===== config.mk =====
export PLATFORM = sky130hd
export DESIGN_NAME = kinetic_touch_scroll
export DESIGN_NICKNAME = d
export VERILOG_FILES = /design/src/sv/kts_pkg.sv /design/src/sv/kts_div.sv /design/src/sv/kts_datapath.sv /design/src/sv/kts_ctrl.sv /design/src/sv/kinetic_touch_scroll.sv
export SDC_FILE = /design/constraint.sdc
export NUM_CORES = 1
export LEC_CHECK = 0
export ABC_CLOCK_PERIOD_IN_PS = 21100
export BUFFER_PORTS_ARGS = -buffer_cell sky130_fd_sc_hd__buf_2
export CAP_MARGIN = 10
export CORE_UTILIZATION = 49
export CTS_CLUSTER_DIAMETER = 40
export DETAILED_ROUTE_END_ITERATION = 16
export PLACE_DENSITY = 0.65
export SYNTH_ARGS = -nofsm -noshare
export SYNTH_HDL_FRONTEND = slang
export SYNTH_SLANG_ARGS = --single-unit

===== constraint.sdc =====
create_clock -name clock -period 21.1 [get_ports clock]
set_input_delay 2.11 -clock clock [delete_from_list [all_inputs] [get_ports clock]]
set_output_delay 2.11 -clock clock [all_outputs]
set_load 0.01 [all_outputs]

===== src/sv/kts_pkg.sv =====
// Types, constants and state codes for the kinetic touch scroll block.
// No dependencies; used by every module of the block.
package kts_pkg;

   localparam int LIST_CAPACITY = 64;

   localparam int COUNT_W   = 7;
   localparam int OFFSET_W  = 13;
   localparam int SPEED_W   = 9;
   localparam int Y_W       = 8;
   localparam int DRAWN_W   = 14;
   localparam int CONTENT_W = 14;   // holds 127 * 83
   localparam int DVD_W     = 22;   // max_off * 190 fits
   localparam int DIVR_W    = CONTENT_W;
   localparam int STEP_W    = $clog2(DVD_W + 1);

   localparam logic [COUNT_W-1:0] CAP_CLIP =
      COUNT_W'((LIST_CAPACITY > 127) ? 127 : LIST_CAPACITY);

   localparam logic [CONTENT_W-1:0] PITCH     = CONTENT_W'(83);
   localparam logic [CONTENT_W-1:0] VIEW      = CONTENT_W'(210);
   localparam logic [Y_W-1:0]       HEADER    = Y_W'(30);
   localparam logic [7:0]           BAR_MIN   = 8'd20;
   localparam logic [7:0]           VIEW_8    = 8'd210;
   localparam logic [DVD_W-1:0]     VIEW_SQ   = DVD_W'(44100);
   localparam logic [DRAWN_W-1:0]   DRAWN_NONE = '1;

   localparam logic [STEP_W-1:0] STEPS_LONG  = STEP_W'(DVD_W);
   localparam logic [STEP_W-1:0] STEPS_SHORT = STEP_W'(16);

   // x/83 = (x * 6317) >> 19, exact for 13-bit x
   localparam logic [12:0] RECIP_PITCH = 13'd6317;
   localparam int          RECIP_PITCH_SH = 19;
   // (m*23)/25 = (m * 120589) >> 17, exact for 9-bit m
   localparam logic [16:0] DECAY_MUL = 17'd120589;
   localparam int          DECAY_SH  = 17;

   localparam logic [1:0] TOUCH_PRESS = 2'd1;

   typedef struct packed {
      logic [1:0] touch_state;
      logic [7:0] touch_y;
   } kts_req_type;

   typedef struct packed {
      logic [12:0] offset_now;
      logic        needs_redraw;
      logic        drag_active;
      logic [5:0]  first_visible;
      logic        bar_shown;
      logic [7:0]  bar_top;
      logic [7:0]  bar_length;
   } kts_rsp_type;

   typedef enum logic [3:0] {
      ST_IDLE,
      ST_LIMITS,
      ST_TOUCH,
      ST_COAST,
      ST_MARK,
      ST_WAIT_LEN,
      ST_PROD,
      ST_TOP_START,
      ST_WAIT_TOP,
      ST_FINISH
   } kts_state_type;

   typedef struct packed {
      logic capture;
      logic limits;
      logic touch;
      logic coast;
      logic div_len_start;
      logic mark;
      logic take_len;
      logic prod;
      logic div_top_start;
      logic load_rsp;
   } kts_cmd_type;

   typedef struct packed {
      logic div_busy;
   } kts_stat_type;

endpackage


===== src/sv/kts_div.sv =====
// Restoring divider, one quotient bit per cycle, shared by the bar maths.
// Depends on kts_pkg.
module kts_div (
   input  logic                       clock,
   input  logic                       reset,
   input  logic                       start,
   input  logic                       short_mode,
   input  logic [kts_pkg::DVD_W-1:0]  dividend,
   input  logic [kts_pkg::DIVR_W-1:0] divisor,
   output logic                       busy,
   output logic [kts_pkg::DVD_W-1:0]  quotient
);
   import kts_pkg::*;

   logic [STEP_W-1:0] steps_ff, steps_in;
   logic [DVD_W-1:0]  dvd_ff, dvd_in;
   logic [DIVR_W-1:0] rem_ff, rem_in;
   logic [DIVR_W-1:0] divr_ff, divr_in;
   logic [DIVR_W:0]   rem_sh;
   logic              ge;

   always_comb begin
      rem_sh   = {rem_ff, dvd_ff[DVD_W-1]};
      ge       = rem_sh >= {1'b0, divr_ff};
      steps_in = steps_ff;
      dvd_in   = dvd_ff;
      rem_in   = rem_ff;
      divr_in  = divr_ff;
      if (start) begin
         divr_in = divisor;
         rem_in  = '0;
         if (short_mode) begin
            // left-align a 16-bit dividend
            dvd_in   = dividend << (DVD_W - 16);
            steps_in = STEPS_SHORT;
         end else begin
            dvd_in   = dividend;
            steps_in = STEPS_LONG;
         end
      end else if (steps_ff != '0) begin
         rem_in   = ge ? DIVR_W'(rem_sh - {1'b0, divr_ff}) : rem_sh[DIVR_W-1:0];
         dvd_in   = {dvd_ff[DVD_W-2:0], ge};
         steps_in = steps_ff - STEP_W'(1);
      end
   end

   always_ff @(posedge clock) begin
      if (reset) begin
         steps_ff <= '0;
      end else begin
         steps_ff <= steps_in;
      end
      dvd_ff  <= dvd_in;
      rem_ff  <= rem_in;
      divr_ff <= divr_in;
   end

   assign busy     = steps_ff != '0;
   assign quotient = dvd_ff;

endmodule


===== src/sv/kts_datapath.sv =====
// Scroll state, touch and inertia update, bar geometry and result register.
// Depends on kts_pkg and kts_div.
module kts_datapath (
   input  logic                 clock,
   input  logic                 reset,
   input  kts_pkg::kts_cmd_type cmd,
   output kts_pkg::kts_stat_type stat,
   input  kts_pkg::kts_req_type req_data,
   input  logic                 csr_wr_en,
   input  logic [6:0]           csr_wr_data,
   output kts_pkg::kts_rsp_type rsp_data
);
   import kts_pkg::*;

   logic [COUNT_W-1:0]   count_ff, count_in;
   logic [1:0]           ts_ff;
   logic [Y_W-1:0]       ty_ff;
   logic [COUNT_W-1:0]   eff;
   logic [CONTENT_W-1:0] content_ff, content_in;
   logic [CONTENT_W-1:0] max_off_ff, max_off_in;
   logic                 nz_ff;
   logic [OFFSET_W-1:0]  offset_ff, offset_in;
   logic signed [SPEED_W-1:0] speed_ff, speed_in;
   logic [Y_W-1:0]       prev_y_ff, prev_y_in;
   logic                 drag_ff, drag_in;
   logic [DRAWN_W-1:0]   drawn_ff, drawn_in;
   logic                 redraw_ff;
   logic [5:0]           fv_ff;
   logic [7:0]           len_ff;
   logic [DVD_W-1:0]     prod_ff;
   logic signed [SPEED_W-1:0] diff_y;
   logic [SPEED_W-1:0]   mag;
   logic [25:0]          decay_prod;
   logic [7:0]           mag_dec;
   logic [25:0]          fv_prod;
   logic [6:0]           fv_raw;
   logic [CONTENT_W-1:0] off_lim;
   logic                 shown;
   logic                 div_start;
   logic                 div_busy;
   logic [DVD_W-1:0]     div_dvd;
   logic [DIVR_W-1:0]    div_divr;
   logic [DVD_W-1:0]     quo;
   kts_rsp_type          rsp_ff;

   function automatic logic [OFFSET_W-1:0] clamp_offset(
      input logic signed [15:0] v,
      input logic [CONTENT_W-1:0] m
   );
      logic signed [15:0] r;
      r = v;
      if (v < 0) begin
         r = '0;
      end else if (v > $signed({2'b00, m})) begin
         r = $signed({2'b00, m});
      end
      return r[OFFSET_W-1:0];
   endfunction

   // bar limits from the list length
   always_comb begin
      eff        = (count_ff > CAP_CLIP) ? CAP_CLIP : count_ff;
      content_in = CONTENT_W'(eff) * PITCH;
      max_off_in = (content_in > VIEW) ? CONTENT_W'(content_in - VIEW) : '0;
   end

   // touch and inertia, item count write and drawn-offset mark
   always_comb begin
      diff_y     = $signed({1'b0, ty_ff}) - $signed({1'b0, prev_y_ff});
      mag        = speed_ff[SPEED_W-1] ? SPEED_W'(-speed_ff) : speed_ff;
      decay_prod = 26'(mag) * 26'(DECAY_MUL);
      mag_dec    = 8'(decay_prod >> DECAY_SH);
      count_in   = csr_wr_en ? csr_wr_data : count_ff;
      offset_in  = offset_ff;
      speed_in   = speed_ff;
      prev_y_in  = prev_y_ff;
      drag_in    = drag_ff;
      drawn_in   = drawn_ff;
      if (cmd.touch && nz_ff) begin
         if (ts_ff == TOUCH_PRESS) begin
            if (ty_ff >= HEADER) begin
               if (!drag_ff) begin
                  drag_in   = 1'b1;
                  prev_y_in = ty_ff;
                  speed_in  = '0;
               end else if (diff_y != 0) begin
                  offset_in = clamp_offset($signed({3'b000, offset_ff}) -
                                           {{7{diff_y[SPEED_W-1]}}, diff_y},
                                           max_off_ff);
                  prev_y_in = ty_ff;
                  speed_in  = -diff_y;
               end
            end
         end else begin
            drag_in = 1'b0;
         end
      end
      if (cmd.coast && nz_ff && !drag_ff && speed_ff != 0) begin
         offset_in = clamp_offset($signed({3'b000, offset_ff}) +
                                  {{7{speed_ff[SPEED_W-1]}}, speed_ff},
                                  max_off_ff);
         speed_in  = speed_ff[SPEED_W-1] ? -$signed({1'b0, mag_dec})
                                         : $signed({1'b0, mag_dec});
      end
      if (cmd.mark && nz_ff && {1'b0, offset_ff} != drawn_ff) begin
         drawn_in = {1'b0, offset_ff};
      end
   end

   always_comb begin
      fv_prod = 26'(offset_ff) * 26'(RECIP_PITCH);
      fv_raw  = 7'(fv_prod >> RECIP_PITCH_SH);
      off_lim = ({1'b0, offset_ff} > max_off_ff) ? max_off_ff : {1'b0, offset_ff};
      shown   = max_off_ff != '0;
   end

   // divider operands
   always_comb begin
      div_start = cmd.div_len_start | cmd.div_top_start;
      div_dvd   = cmd.div_len_start ? VIEW_SQ : prod_ff;
      div_divr  = cmd.div_len_start ? content_ff : max_off_ff;
   end

   kts_div u_div (
      .clock      (clock),
      .reset      (reset),
      .start      (div_start),
      .short_mode (cmd.div_len_start),
      .dividend   (div_dvd),
      .divisor    (div_divr),
      .busy       (div_busy),
      .quotient   (quo)
   );

   always_ff @(posedge clock) begin
      if (reset) begin
         count_ff  <= '0;
         offset_ff <= '0;
         speed_ff  <= '0;
         prev_y_ff <= '0;
         drag_ff   <= 1'b0;
         drawn_ff  <= DRAWN_NONE;
      end else begin
         count_ff  <= count_in;
         offset_ff <= offset_in;
         speed_ff  <= speed_in;
         prev_y_ff <= prev_y_in;
         drag_ff   <= drag_in;
         drawn_ff  <= drawn_in;
      end
   end

   always_ff @(posedge clock) begin
      if (cmd.capture) begin
         ts_ff <= req_data.touch_state;
         ty_ff <= req_data.touch_y;
      end
      if (cmd.limits) begin
         content_ff <= content_in;
         max_off_ff <= max_off_in;
         nz_ff      <= eff != '0;
      end
      if (cmd.mark) begin
         redraw_ff <= nz_ff && ({1'b0, offset_ff} != drawn_ff);
         fv_ff     <= (fv_raw > 7'd63) ? 6'd63 : fv_raw[5:0];
      end
      if (cmd.take_len) begin
         len_ff <= (quo < DVD_W'(BAR_MIN)) ? BAR_MIN : quo[7:0];
      end
      if (cmd.prod) begin
         prod_ff <= DVD_W'(off_lim) * DVD_W'(VIEW_8 - len_ff);
      end
      if (cmd.load_rsp) begin
         rsp_ff.offset_now    <= offset_ff;
         rsp_ff.needs_redraw  <= redraw_ff;
         rsp_ff.drag_active   <= drag_ff;
         rsp_ff.first_visible <= fv_ff;
         rsp_ff.bar_shown     <= shown;
         rsp_ff.bar_top       <= shown ? 8'(HEADER + quo[7:0]) : HEADER;
         rsp_ff.bar_length    <= shown ? len_ff : 8'd0;
      end
   end

   assign stat.div_busy = div_busy;
   assign rsp_data      = rsp_ff;

endmodule


===== src/sv/kts_ctrl.sv =====
// Frame sequencer: steps the datapath through one frame and owns both handshakes.
// Depends on kts_pkg.
module kts_ctrl (
   input  logic                  clock,
   input  logic                  reset,
   input  logic                  req_valid,
   output logic                  req_ready,
   output logic                  rsp_valid,
   input  logic                  rsp_ready,
   input  kts_pkg::kts_stat_type stat,
   output kts_pkg::kts_cmd_type  cmd
);
   import kts_pkg::*;

   kts_state_type state_ff, state_in;
   logic          rsp_valid_ff, rsp_valid_in;

   always_ff @(posedge clock) begin
      if (reset) begin
         state_ff     <= ST_IDLE;
         rsp_valid_ff <= 1'b0;
      end else begin
         state_ff     <= state_in;
         rsp_valid_ff <= rsp_valid_in;
      end
   end

   always_comb begin
      state_in  = state_ff;
      cmd       = '0;
      req_ready = 1'b0;
      unique case (state_ff)
         ST_IDLE: begin
            req_ready = 1'b1;
            if (req_valid) begin
               cmd.capture = 1'b1;
               state_in    = ST_LIMITS;
            end
         end
         ST_LIMITS: begin
            cmd.limits = 1'b1;
            state_in   = ST_TOUCH;
         end
         ST_TOUCH: begin
            cmd.touch = 1'b1;
            state_in  = ST_COAST;
         end
         ST_COAST: begin
            cmd.coast         = 1'b1;
            cmd.div_len_start = 1'b1;
            state_in          = ST_MARK;
         end
         ST_MARK: begin
            cmd.mark = 1'b1;
            state_in = ST_WAIT_LEN;
         end
         ST_WAIT_LEN: begin
            if (!stat.div_busy) begin
               cmd.take_len = 1'b1;
               state_in     = ST_PROD;
            end
         end
         ST_PROD: begin
            cmd.prod = 1'b1;
            state_in = ST_TOP_START;
         end
         ST_TOP_START: begin
            cmd.div_top_start = 1'b1;
            state_in          = ST_WAIT_TOP;
         end
         ST_WAIT_TOP: begin
            if (!stat.div_busy) begin
               state_in = ST_FINISH;
            end
         end
         ST_FINISH: begin
            if (!rsp_valid_ff || rsp_ready) begin
               cmd.load_rsp = 1'b1;
               state_in     = ST_IDLE;
            end
         end
         default: begin
            state_in = ST_IDLE;
         end
      endcase
   end

   always_comb begin
      rsp_valid_in = rsp_valid_ff;
      if (cmd.load_rsp) begin
         rsp_valid_in = 1'b1;
      end else if (rsp_ready) begin
         rsp_valid_in = 1'b0;
      end
   end

   assign rsp_valid = rsp_valid_ff;

endmodule


===== src/sv/kinetic_touch_scroll.sv =====
// Kinetic touch scroll: one result per display frame, transferred into the output
// register; the next frame is taken in the cycle after that transfer. One frame at
// a time. The shared bit-serial divider runs 16 steps for bar length and 22 for
// bar top. The output register lets a new frame in while a result waits.
// Synchronous active-high reset: offset, speed, drag and item count clear, drawn
// offset goes to all ones; no clearing pass.
module kinetic_touch_scroll (
   input  logic                 clock,
   input  logic                 reset,
   input  logic                 req_valid,
   output logic                 req_ready,
   input  kts_pkg::kts_req_type req_data,
   output logic                 rsp_valid,
   input  logic                 rsp_ready,
   output kts_pkg::kts_rsp_type rsp_data,
   input  logic                 csr_wr_en,
   input  logic [6:0]           csr_wr_data
);
   import kts_pkg::*;

   // controller to datapath: one strobe per frame step
   kts_cmd_type  cmd;
   // datapath to controller: divider still running
   kts_stat_type stat;

   // Sequence per frame: capture, list limits, touch update, inertia (and
   // bar-length divide kick-off), redraw mark and first card, bar length taken,
   // bar-top product, bar-top divide, result transfer into the output register.
   kts_ctrl u_ctrl (
      .clock     (clock),
      .reset     (reset),
      .req_valid (req_valid),
      .req_ready (req_ready),
      .rsp_valid (rsp_valid),
      .rsp_ready (rsp_ready),
      .stat      (stat),
      .cmd       (cmd)
   );

   // Item count register lives in the datapath; to be written only between frames.
   kts_datapath u_datapath (
      .clock       (clock),
      .reset       (reset),
      .cmd         (cmd),
      .stat        (stat),
      .req_data    (req_data),
      .csr_wr_en   (csr_wr_en),
      .csr_wr_data (csr_wr_data),
      .rsp_data    (rsp_data)
   );

endmodule


Word level (Yosys, flattened, before mapping). Cells that the tools add are included.

RAM bits: 0. Input bits: 22. Latch bits: 0. Bits in read-only memories: 0. Memories: 0. Word-level logic and storage cells: 154. Output and inout bits: 40. Flip-flop bits (word level): 226.

Shift operators: 0. Add/sub/neg operators: 11. Bitwise operators: 1. $lt $le $gt $ge: 11. Multiply operators: 4. Div/mod/pow operators: 0. Equal/unequal tests: 18. Multiplexer cells: 53. Reductions and logical operators: 28.

Operators with widths (count): two-way mux 13 bit (10); two-way mux 22 bit (4); two-way mux 9 bit (8); nonzero test 32 bit (2); two-way mux 14 bit (3); case mux 4 bit (10 select lines) (1); greater-than comparator 15 bit (2); < comparator 15 x 1 -> 1 bit, second input constant (2); multiplier 13 x 13 -> 26 bit, second input constant (1); multiplier 9 x 17 -> 25 bit, second input constant (1); < comparator 22 x 5 -> 1 bit, second input constant (1); multiplier 14 x 22 -> 22 bit (1); negator 9 bit (2); == test 4 x 3 -> 1 bit, second input constant (4); two-way mux 1 bit (16); two-way mux 4 bit (4); two-way mux 8 bit (2); adder 14 x 9 -> 15 bit (1); greater-or-equal comparator 15 x 14 -> 1 bit (1); subtractor 14 x 9 -> 15 bit (1); greater-than comparator 13 x 14 -> 1 bit (1); greater-than comparator 14 x 8 -> 1 bit, second input constant (1); multiplier 7 x 7 -> 14 bit, second input constant (1); inequality test 13 x 14 -> 1 bit (1); other kinds (33) (55).

Longest topological paths before layout. Gate-level depths: netlist of run 1.

Depth in word-level cells: 11. Gate-level depth with buffers: 32. Gate-level depth less buffers: 31.

Cells and area by module. Synthesis of run 1 repeated with hierarchy kept, for this count alone.

Cell total of the unflattened synthesis: 2441. Area, all modules: 23583.9 um^2.

By module, submodules not included: kts_datapath (instances 1, area an instance 19909.1 um^2, seq. area each 4464.3 um^2, cells an instance 2062); kts_div (instances 1, area an instance 3268.1 um^2, seq. area each 1461.4 um^2, cells an instance 330); kts_ctrl (instances 1, area an instance 406.6 um^2, seq. area each 100.1 um^2, cells an instance 49).

Worst setup path after synthesis of run 1. Ideal clock, no wire load.

Path kind: register to register. Start: reg u_datapath.offset_ff[5]. End: reg u_datapath.prod_ff[20], data pin. Stages on the path, launching flop included: 29. Required time: 20.842 ns. Clock period less this slack: 7.848 ns. Setup time: 0.258 ns. Path slack: 13.252 ns. Buffers on the path: 1. Arrival: 7.591 ns. Path through: dfxtp_1 > ha_1 > nand3_1 > o22ai_1 > o31ai_1 > o221ai_1 > nand2_1 > buf_1 > nor2_1 > a21oi_1 > nor2_1 > fa_1 > fa_1 > inv_1 > fa_1 > inv_1 > fa_1 > fa_1 > inv_1 > fa_1 > inv_1 > ha_1 > a21bo_2 > a21o_1 > o31ai_1 > o41ai_1 > o2111ai_1 > a21oi_1 > xnor2_1.

Cells in the longest elaborated chain, start to end: 3.

RTL lines: from (decl) (RTL line kts_datapath.sv:22) `logic [OFFSET_W-1:0] offset_ff, offset_in;`; from (signal assigned) (RTL line kts_datapath.sv:145) `offset_ff <= offset_in;`; greater-than comparator 13 x 14 -> 1 bit (RTL line kts_datapath.sv:113) `off_lim = ({1'b0, offset_ff} > max_off_ff) ? max_off_ff : {1'b0, offset_ff};`; two-way mux 14 bit (*) (RTL line kts_datapath.sv:113); multiplier 14 x 22 -> 22 bit (*) (RTL line kts_datapath.sv:171) `prod_ff <= DVD_W'(off_lim) * DVD_W'(VIEW_8 - len_ff);`; to (signal assigned) (RTL line kts_datapath.sv:171); to (decl) (RTL line kts_datapath.sv:30) `logic [DVD_W-1:0] prod_ff;`.

Every way passes the cells marked *; elsewhere a longest branch is shown, timed or not. A chain may end at the register's enable or synchronous reset.

Worst setup path after layout of run 1.
Start: reg u_datapath.offset_ff[7]. End: reg u_datapath.prod_ff[20], data pin.

Same word-level chain as after synthesis.

==> results.ini, run 1 <==
[cells_and_area]
fill_cells = 4250
fraction_of_final_layout_cells_with_drive_strength_greater_than_1 = 0.07219
antenna_cells = 0
design.final.nets = 3176
area.growth.synth_to_final_pct = 10.38
multi_input_area_um2 = 16270
finish.cell_count_without_fillers = 3247
regArea_um2 = 6026
fin_util = 0.5529

[sta]
hold_violations_final = 0
max_slew.worst_pin.slew_ps = 1162
max-slew-margin-rel = 0.2227
clk_skew_ps = 30.92
fin_crit_sh = 0.4477
slew_viol_final = 0
fin_setup_tns_ps = 0
worst_hold_slack_ps = 421.2
grt_setup_unrepaired = false
timing.final.setup_violations = 0
timing.final.crit_period_ps = 9446
timing.fmax_ghz = 0.1059

[detailed_routing]
post_detailed_routing_wire_length_um = 60520
vias_per_cell = 5.587
routed-via-count = 18140
routed_wirelength_normalized_by_instance_count_um = 18.64
first_iter_violations = 1245
route.detailed.drc = 0
first_pass_iters = 5
antenna_left = 0

[global_route]
grt_usage = 0.2497
grt_first_pass_wirelength_um = 98170
grt_antenna_before_repair = 3
first_global_vias = 18560
global_route.usage.met3 = 0.02820
grt_use_met1 = 0.3487
grtUsageMet2 = 0.4064
gr-max-usage-layer = met2
overflow_left_after_global_routing = 0
grt_start_max_net_pins = 34

[clock_network]
post_cts.resized_instances = 0
number_of_clock_buffers_inserted_by_tritoncts = 41
worst_skew_pair.late_latency_ps = 570
cts-hold-fix-buffers = 0
post-cts-setup-buffer-count = 0
clk_pin_slew_worst_paths_ps = 60
root_buf_cell = sky130_fd_sc_hd__clkbuf_16
cts.path.max_buffers = 3
tritoncts_clock_tree = yes
cts-htree-levels = 2
cts_sinks = 226

[die]
design.die.area_um2 = 50010
starting_utilization_of_the_core_area = 0.5009
core_area_um2 = 48050
io_pins = 62
floorplan.die.width_um = 223.6
rows = 80
die-height_um = 223.6

[yosys]
yosys.area_share.simple = 0.1254
count_of_synthesis_stage_warnings_from_yosys = 0
synth_seq_area_share = 0.2504
synthDominantAreaCellType = sky130_fd_sc_hd__edfxtp_1
yosys.cell_count.top_type = sky130_fd_sc_hd__inv_1
ys.flop_type = sky130_fd_sc_hd__edfxtp_1
post-synth-top-area-fraction = 0.1872
synth_enable_flop_cells = 150
post_synth.cell_area_avg_um2 = 9.550
netlist_top_cells_count = 429 x sky130_fd_sc_hd__inv_1, 336 x sky130_fd_sc_hd__ha_1, 218 x sky130_fd_sc_hd__fa_1
synth_compound_area_frac = 0.1237
netlist_top_cells_area = sky130_fd_sc_hd__edfxtp_1 19%, sky130_fd_sc_hd__fa_1 18%, sky130_fd_sc_hd__ha_1 17%
synth-xor-area-share = 0.05022
muxShareOfSynthArea = 0.01866
netlist-cell-type-count = 82
ffs_latches_synth = 226
post_synth_instance_area_um2 = 24070
postSynth.asyncResetShare = 0
syn_inst = 2520
yosys.area_share.adder = 0.3560
main_combinational_cell_family_by_area_after_synthesis = adder cells

[worst_setup_path]
cp-end-kind = register
worstPathArrival_ps = 9750
crit_path_top_delay_cell = sky130_fd_sc_hd__fa_1
timing.critical_path.fanout_max = 31
crit_top_cell = sky130_fd_sc_hd__fa_1
regToRegEndpoint = u_datapath.prod_ff[20]
critical_path.max_stage_delay_ps = 860
rr_startpoint = u_datapath.offset_ff[7]
ff2ff_path_depth = 27
critical_path.startpoint_type = register
critPathKind = reg2reg
worst-r2r-setup-slack_ps = 11650
crit_required_ps = 21400
startpoint_of_the_worst_setup_timing_path = u_datapath.offset_ff[7]

[min_path]
hp-class = reg2reg
hold_start = u_datapath.fv_ff[3]
hold_depth = 0
endpoint_with_the_worst_hold_slack = u_datapath.rsp_data[20]

[run]
max_cap_viol_count = 0

[pwr]
powerDensity_nw_per_um2 = 75.64
irDropWorstVdd_mv = 0.05344
total_leakage_power_nw = 13.11

[placement]
io_buffers = 61
globalplace.congestion = 0.9231
dp_cells = 3172
dpl.hpwl_um = 48750

[run_status]
outcome = finished clean

## logic make-up (layout without fill, tap and decap cells)
logic type	after synthesis	after routing
XOR/XNOR	138	138
AND/OR/NAND/NOR	627	627
other	2	8
adder cells (fa/ha/maj)	554	554
flip-flops	226	226
multiplexers	44	44
AO/OA/AOI/OAI	448	448
buffers and inverters	481	587
## per-stage QoR
| step | power [W] | cell area, µm² | setup WS (ps) |
|---|---|---|---|
| 6_report | 0.002009 | 26570 | 11650 |
| 5_1_grt | 0.002128 | 26570 | 11020 |
| 4_1_cts | 0.002018 | 26570 | 11670 |
| 3_5_place_dp | 0.001323 | 25140 | 11720 |
| 3_3_place_gp | 0.001309 | 25140 | 11950 |
| 2_1_floorplan | 0.001137 | 24090 | 13250 |
## critical path, delay by kind of cell, from the launching register on
family                     cells  cell delay (ps)
adders and majority gates      8             4190
AOI/OAI and AO/OA             11             2710
and+or+nand+nor                3             1080
DFF                            1              750
buffers and inverters          4              370
xor gates and xnor gates       1               70
## power by group
| group | switching [W] | internal, W | total (W) | leakage [nW] |
|---|---|---|---|---|
| clock | 0.000243 | 0.000442 | 0.000685 | 0.690 |
| combinational | 0.000408 | 0.000276 | 0.000683 | 10.4 |
| sequential | 0.0000636 | 0.000577 | 0.000641 | 2.01 |
| total | 0.000714 | 0.00129 | 0.00201 | 13.1 |
## how the worst max path moves through the flow
| stage | end | slack [ps] | cells past startpoint |
|---|---|---|---|
| 2_1_floorplan | u_datapath.prod_ff[20] | 13250 | 28 |
| 3_3_place_gp | u_datapath.prod_ff[20] | 11950 | 27 |
| 3_5_place_dp | u_datapath.prod_ff[20] | 11720 | 27 |
| 4_1_cts | u_datapath.prod_ff[20] | 11670 | 27 |
| 5_1_grt | u_datapath.prod_ff[20] | 11020 | 27 |
| 6_report | u_datapath.prod_ff[20] | 11650 | 27 |
## cell usage in the layout (no fill, tap or decap), types with 8 or more instances in the layout
cell and instances:
sky130_fd_sc_hd__a211oi_1 19, sky130_fd_sc_hd__a21o_1 37, sky130_fd_sc_hd__a21oi_1 112, sky130_fd_sc_hd__a22o_1 16
sky130_fd_sc_hd__a31oi_1 11, sky130_fd_sc_hd__and2_1 30, sky130_fd_sc_hd__and3_1 15, sky130_fd_sc_hd__buf_2 61
sky130_fd_sc_hd__buf_4 20, sky130_fd_sc_hd__clkbuf_16 42, sky130_fd_sc_hd__clkinv_1 8, sky130_fd_sc_hd__conb_1 8
sky130_fd_sc_hd__dfxtp_1 76, sky130_fd_sc_hd__edfxtp_1 150, sky130_fd_sc_hd__fa_1 218, sky130_fd_sc_hd__ha_1 336
sky130_fd_sc_hd__inv_1 429, sky130_fd_sc_hd__mux2i_1 37, sky130_fd_sc_hd__nand2_1 176, sky130_fd_sc_hd__nand2b_1 21
sky130_fd_sc_hd__nand3_1 40, sky130_fd_sc_hd__nand4_1 22, sky130_fd_sc_hd__nor2_1 154, sky130_fd_sc_hd__nor2b_1 32
sky130_fd_sc_hd__nor3_1 56, sky130_fd_sc_hd__nor4_1 17, sky130_fd_sc_hd__o211ai_1 19, sky130_fd_sc_hd__o21a_1 31
sky130_fd_sc_hd__o21ai_0 89, sky130_fd_sc_hd__o21ai_1 11, sky130_fd_sc_hd__o21bai_1 18, sky130_fd_sc_hd__or2_2 19
sky130_fd_sc_hd__or3_1 15, sky130_fd_sc_hd__xnor2_1 97, sky130_fd_sc_hd__xor2_1 41
## sequential cells by signal, summed over array words and instances, names as in the netlist
name                       count
u_datapath.nz_ff               1
u_ctrl.rsp_valid               1
u_datapath.content_ff         14
u_datapath.drawn_ff           14
u_datapath.fv_ff               6
u_datapath.drag_ff             1
u_datapath.u_div.rem_ff       14
u_datapath.max_off_ff         14
u_datapath.prev_y_ff           8
u_datapath.rsp_data           38
u_datapath.count_ff            7
u_datapath.u_div.quotient     22
u_datapath.ts_ff               2
u_datapath.len_ff              8
u_datapath.redraw_ff           1
u_datapath.u_div.steps_ff      5
u_datapath.prod_ff            22
u_datapath.offset_ff          13
u_ctrl.state_ff                4
u_datapath.u_div.divr_ff      14
u_datapath.ty_ff               8
u_datapath.speed_ff            9
## area by class of cell
class	count	share of cell area
sequential	226	0.2268
inverter	431	0.06090
tap	615	0.02897
clock inverter	32	0.01404
timing repair buffer	81	0.01714
clock buffer	43	0.03970
multi-input combinational	1819	0.6124
## metal layers
metal  wire, µm  vias to the layer above
met5          0                        -
met4       1523                        0
met3       3129                       84
met2      27760                      468
met1      28100                     8840
li1           -                     8748
No activity file was read; power rests on OpenSTA's default activity.
==> run 2, diff against run 1 <==
ABC_CLOCK_PERIOD_IN_PS = 9600   (was 21100)
clock period = 9.6 ns   (was 21.1 ns; I/O delays follow)
==> results.ini, run 2 (same netlist as run 1, synthesis figures left out) <==
[run_status]
outcome = finished clean  ; unchanged

[die]
starting_utilization_of_the_core_area = 0.5009  ; unchanged
die-height_um = 223.6  ; unchanged
core_area_um2 = 48050  ; unchanged
design.die.area_um2 = 50010  ; unchanged
io_pins = 62  ; unchanged
rows = 80  ; unchanged
floorplan.die.width_um = 223.6  ; unchanged

[placement]
post-place-ws_ps = 700.5  ; was 11,720 ps
globalplace.congestion = 0.9154  ; was 0.9231
dp_cells = 3185  ; was 3,172
io_buffers = 61  ; unchanged
dpl.hpwl_um = 49150  ; was 48,750 µm

[sta]
hold_violations_final = 0  ; unchanged
max-slew-margin-rel = 0.1589  ; was 0.2227
max_slew.worst_pin.slew_ps = 1244  ; was 1162 ps
fin_crit_sh = 0.9209  ; was 0.4477
clk_skew_ps = 36.04  ; was 30.92 ps
slew_viol_final = 0  ; unchanged
timing.final.ws_setup_ps = 759.3  ; was 11,650 ps
fin_setup_tns_ps = 0  ; unchanged
timing.final.setup_violations = 0  ; unchanged
worst_hold_slack_ps = 417.9  ; was 421.2 ps
grt_setup_unrepaired = false  ; unchanged
timing.final.crit_period_ps = 8841  ; was 9446 ps
timing.fmax_ghz = 0.1131  ; was 0.1059 GHz

[worst_setup_path]
cp-end-kind = register  ; unchanged
worstPathArrival_ps = 9140  ; was 9750 ps
critical_path.max_stage_delay_ps = 860  ; about the same
timing.critical_path.fanout_max = 17  ; was 31
crit_top_cell = sky130_fd_sc_hd__fa_1  ; unchanged
worst-r2r-setup-slack_ps = 760  ; was 11,650 ps
crit_path_top_delay_cell = sky130_fd_sc_hd__fa_1  ; unchanged
critPathKind = reg2reg  ; unchanged
crit_required_ps = 9900  ; was 21,400 ps
rr_startpoint = u_datapath.max_off_ff[11]  ; was u_datapath.offset_ff[7]
regToRegEndpoint = u_datapath.prod_ff[20]  ; unchanged
ff2ff_path_depth = 29  ; was 27
critical_path.startpoint_type = register  ; unchanged

[clock_network]
cts.path.max_buffers = 3  ; unchanged
cts_sinks = 226  ; unchanged
post_cts.resized_instances = 0  ; unchanged
clk_pin_slew_worst_paths_ps = 50  ; was 60 ps
cts-hold-fix-buffers = 0  ; unchanged
root_buf_cell = sky130_fd_sc_hd__clkbuf_16  ; unchanged
post-cts-setup-buffer-count = 0  ; unchanged
cts-htree-levels = 2  ; unchanged
number_of_clock_buffers_inserted_by_tritoncts = 44  ; was 41
tritoncts_clock_tree = yes  ; unchanged
worst_skew_pair.late_latency_ps = 570  ; about the same

[min_path]
hold_depth = 0  ; unchanged
hold_start = u_datapath.redraw_ff  ; was u_datapath.fv_ff[3]
endpoint_with_the_worst_hold_slack = u_datapath.rsp_data[24]  ; was u_datapath.rsp_data[20]
hp-class = reg2reg  ; unchanged

[cells_and_area]
largest_register_ffs = 38  ; unchanged
antenna_cells = 0  ; unchanged
design.final.nets = 3194  ; was 3,176
layout.cells.most_common = sky130_fd_sc_hd__inv_1  ; unchanged
regArea_um2 = 6026  ; unchanged
area.growth.synth_to_final_pct = 11.20  ; was 10.38%
multi_input_area_um2 = 16270  ; about the same
fraction_of_final_layout_cells_with_drive_strength_greater_than_1 = 0.08104  ; was 0.07219
finish.cell_count_without_fillers = 3268  ; was 3,247
fill_cells = 4266  ; was 4,250
most-common-layout-cells = 429 x sky130_fd_sc_hd__inv_1, 336 x sky130_fd_sc_hd__ha_1, 218 x sky130_fd_sc_hd__fa_1  ; unchanged

[global_route]
grt_usage = 0.2515  ; was 0.2497
grt_first_pass_wirelength_um = 98280  ; was 98,170 µm
grt_start_max_net_pins = 35  ; was 34
first_global_vias = 18340  ; was 18,560
overflow_left_after_global_routing = 0  ; unchanged
grt_antenna_before_repair = 1  ; was 3

[run]
max_cap_viol_count = 0  ; unchanged

[pwr]
power.share.sequential = 0.315  ; was 0.319
irDropWorstVdd_mv = 0.1565  ; was 0.05344 mV
power.share.clock = 0.346  ; was 0.341
power_report.internal_total_w = 0.002858  ; was 0.001295 W
power.combinational.fraction = 0.339  ; was 0.340
final_total_pwr_w = 0.004458  ; was 0.002009 W
powerDensity_nw_per_um2 = 166.6  ; was 75.64 nW/µm²
power.switching_fraction = 0.3588  ; was 0.3556
total_leakage_power_nw = 13.24  ; was 13.11 nW
power_switching_w = 0.001600  ; was 0.0007145 W

[detailed_routing]
first_iter_violations = 1102  ; was 1,245
post_detailed_routing_wire_length_um = 60880  ; was 60,520 µm
routed_wirelength_normalized_by_instance_count_um = 18.63  ; was 18.64 µm
first_pass_iters = 5  ; unchanged
routed-via-count = 18230  ; was 18,140
antenna_left = 0  ; unchanged
vias_per_cell = 5.580  ; was 5.587
route.detailed.drc = 0  ; unchanged

## run 2: area by class of cell
class / count / area share
clock buffers: 50 / 0.04395
clock inverters: 31 / 0.01253
inverters: 431 / 0.06045
well taps: 615 / 0.02875
flip-flops and latches: 226 / 0.2252
repair buffers: 96 / 0.02113
multi-input cells: 1819 / 0.6080
## run 2: per-layer routing
metal | part of all wire | up-vias | global-route usage
met3 | 0.055 | 79 | 0.03882
met2 | 0.46 | 473 | 0.4071
met1 | 0.47 | 8898 | 0.3562
met4 | 0.017 | 2 | 0.05303
met5 | 0.00021 | - | 0
li1 | - | 8782 | -
## run 2: worst max-delay path by stage
| stage | cells after the start | from | to | slack, ps |
|---|---|---|---|---|
| 5_1_grt | 29 | u_datapath.max_off_ff[11] | u_datapath.prod_ff[20] | 110 |
| 6_report | 29 | u_datapath.max_off_ff[11] | u_datapath.prod_ff[20] | 760 |
| 4_1_cts | 29 | u_datapath.max_off_ff[11] | u_datapath.prod_ff[20] | 680 |
| 2_1_floorplan | 28 | u_datapath.offset_ff[5] | u_datapath.prod_ff[20] | 1750 |
| 3_3_place_gp | 29 | u_datapath.max_off_ff[11] | u_datapath.prod_ff[20] | 950 |
| 3_5_place_dp | 29 | u_datapath.max_off_ff[11] | u_datapath.prod_ff[20] | 700 |
## run 2: per-stage QoR
stage / cell area (µm²) / util
global placement: 25240 / 0.5252
CTS: 26750 / 0.5567
finish: 26760 / 0.5570
detailed placement: 25240 / 0.5252
global route: 26760 / 0.5570
floorplan: 24090 / -
## run 2: critical path: cells and delay by family, from the launching register on
kind / cells / cell delay (ps)
fa+ha+maj: 8 / 4110
buf+inv: 7 / 940
simple gates: 4 / 820
flops: 1 / 430
xor+xnor: 1 / 90
compound gates: 9 / 2170
## run 2: power groups by stage
stage | clock [W] | sequential, W | combinational, W
2_1_floorplan | 0 | 0.00137 | 0.00113
3_3_place_gp | 0 | 0.00141 | 0.00147
3_5_place_dp | 0 | 0.00142 | 0.00150
4_1_cts | 0.00157 | 0.00140 | 0.00151
5_1_grt | 0.00162 | 0.00142 | 0.00170
6_report | 0.00154 | 0.00140 | 0.00151
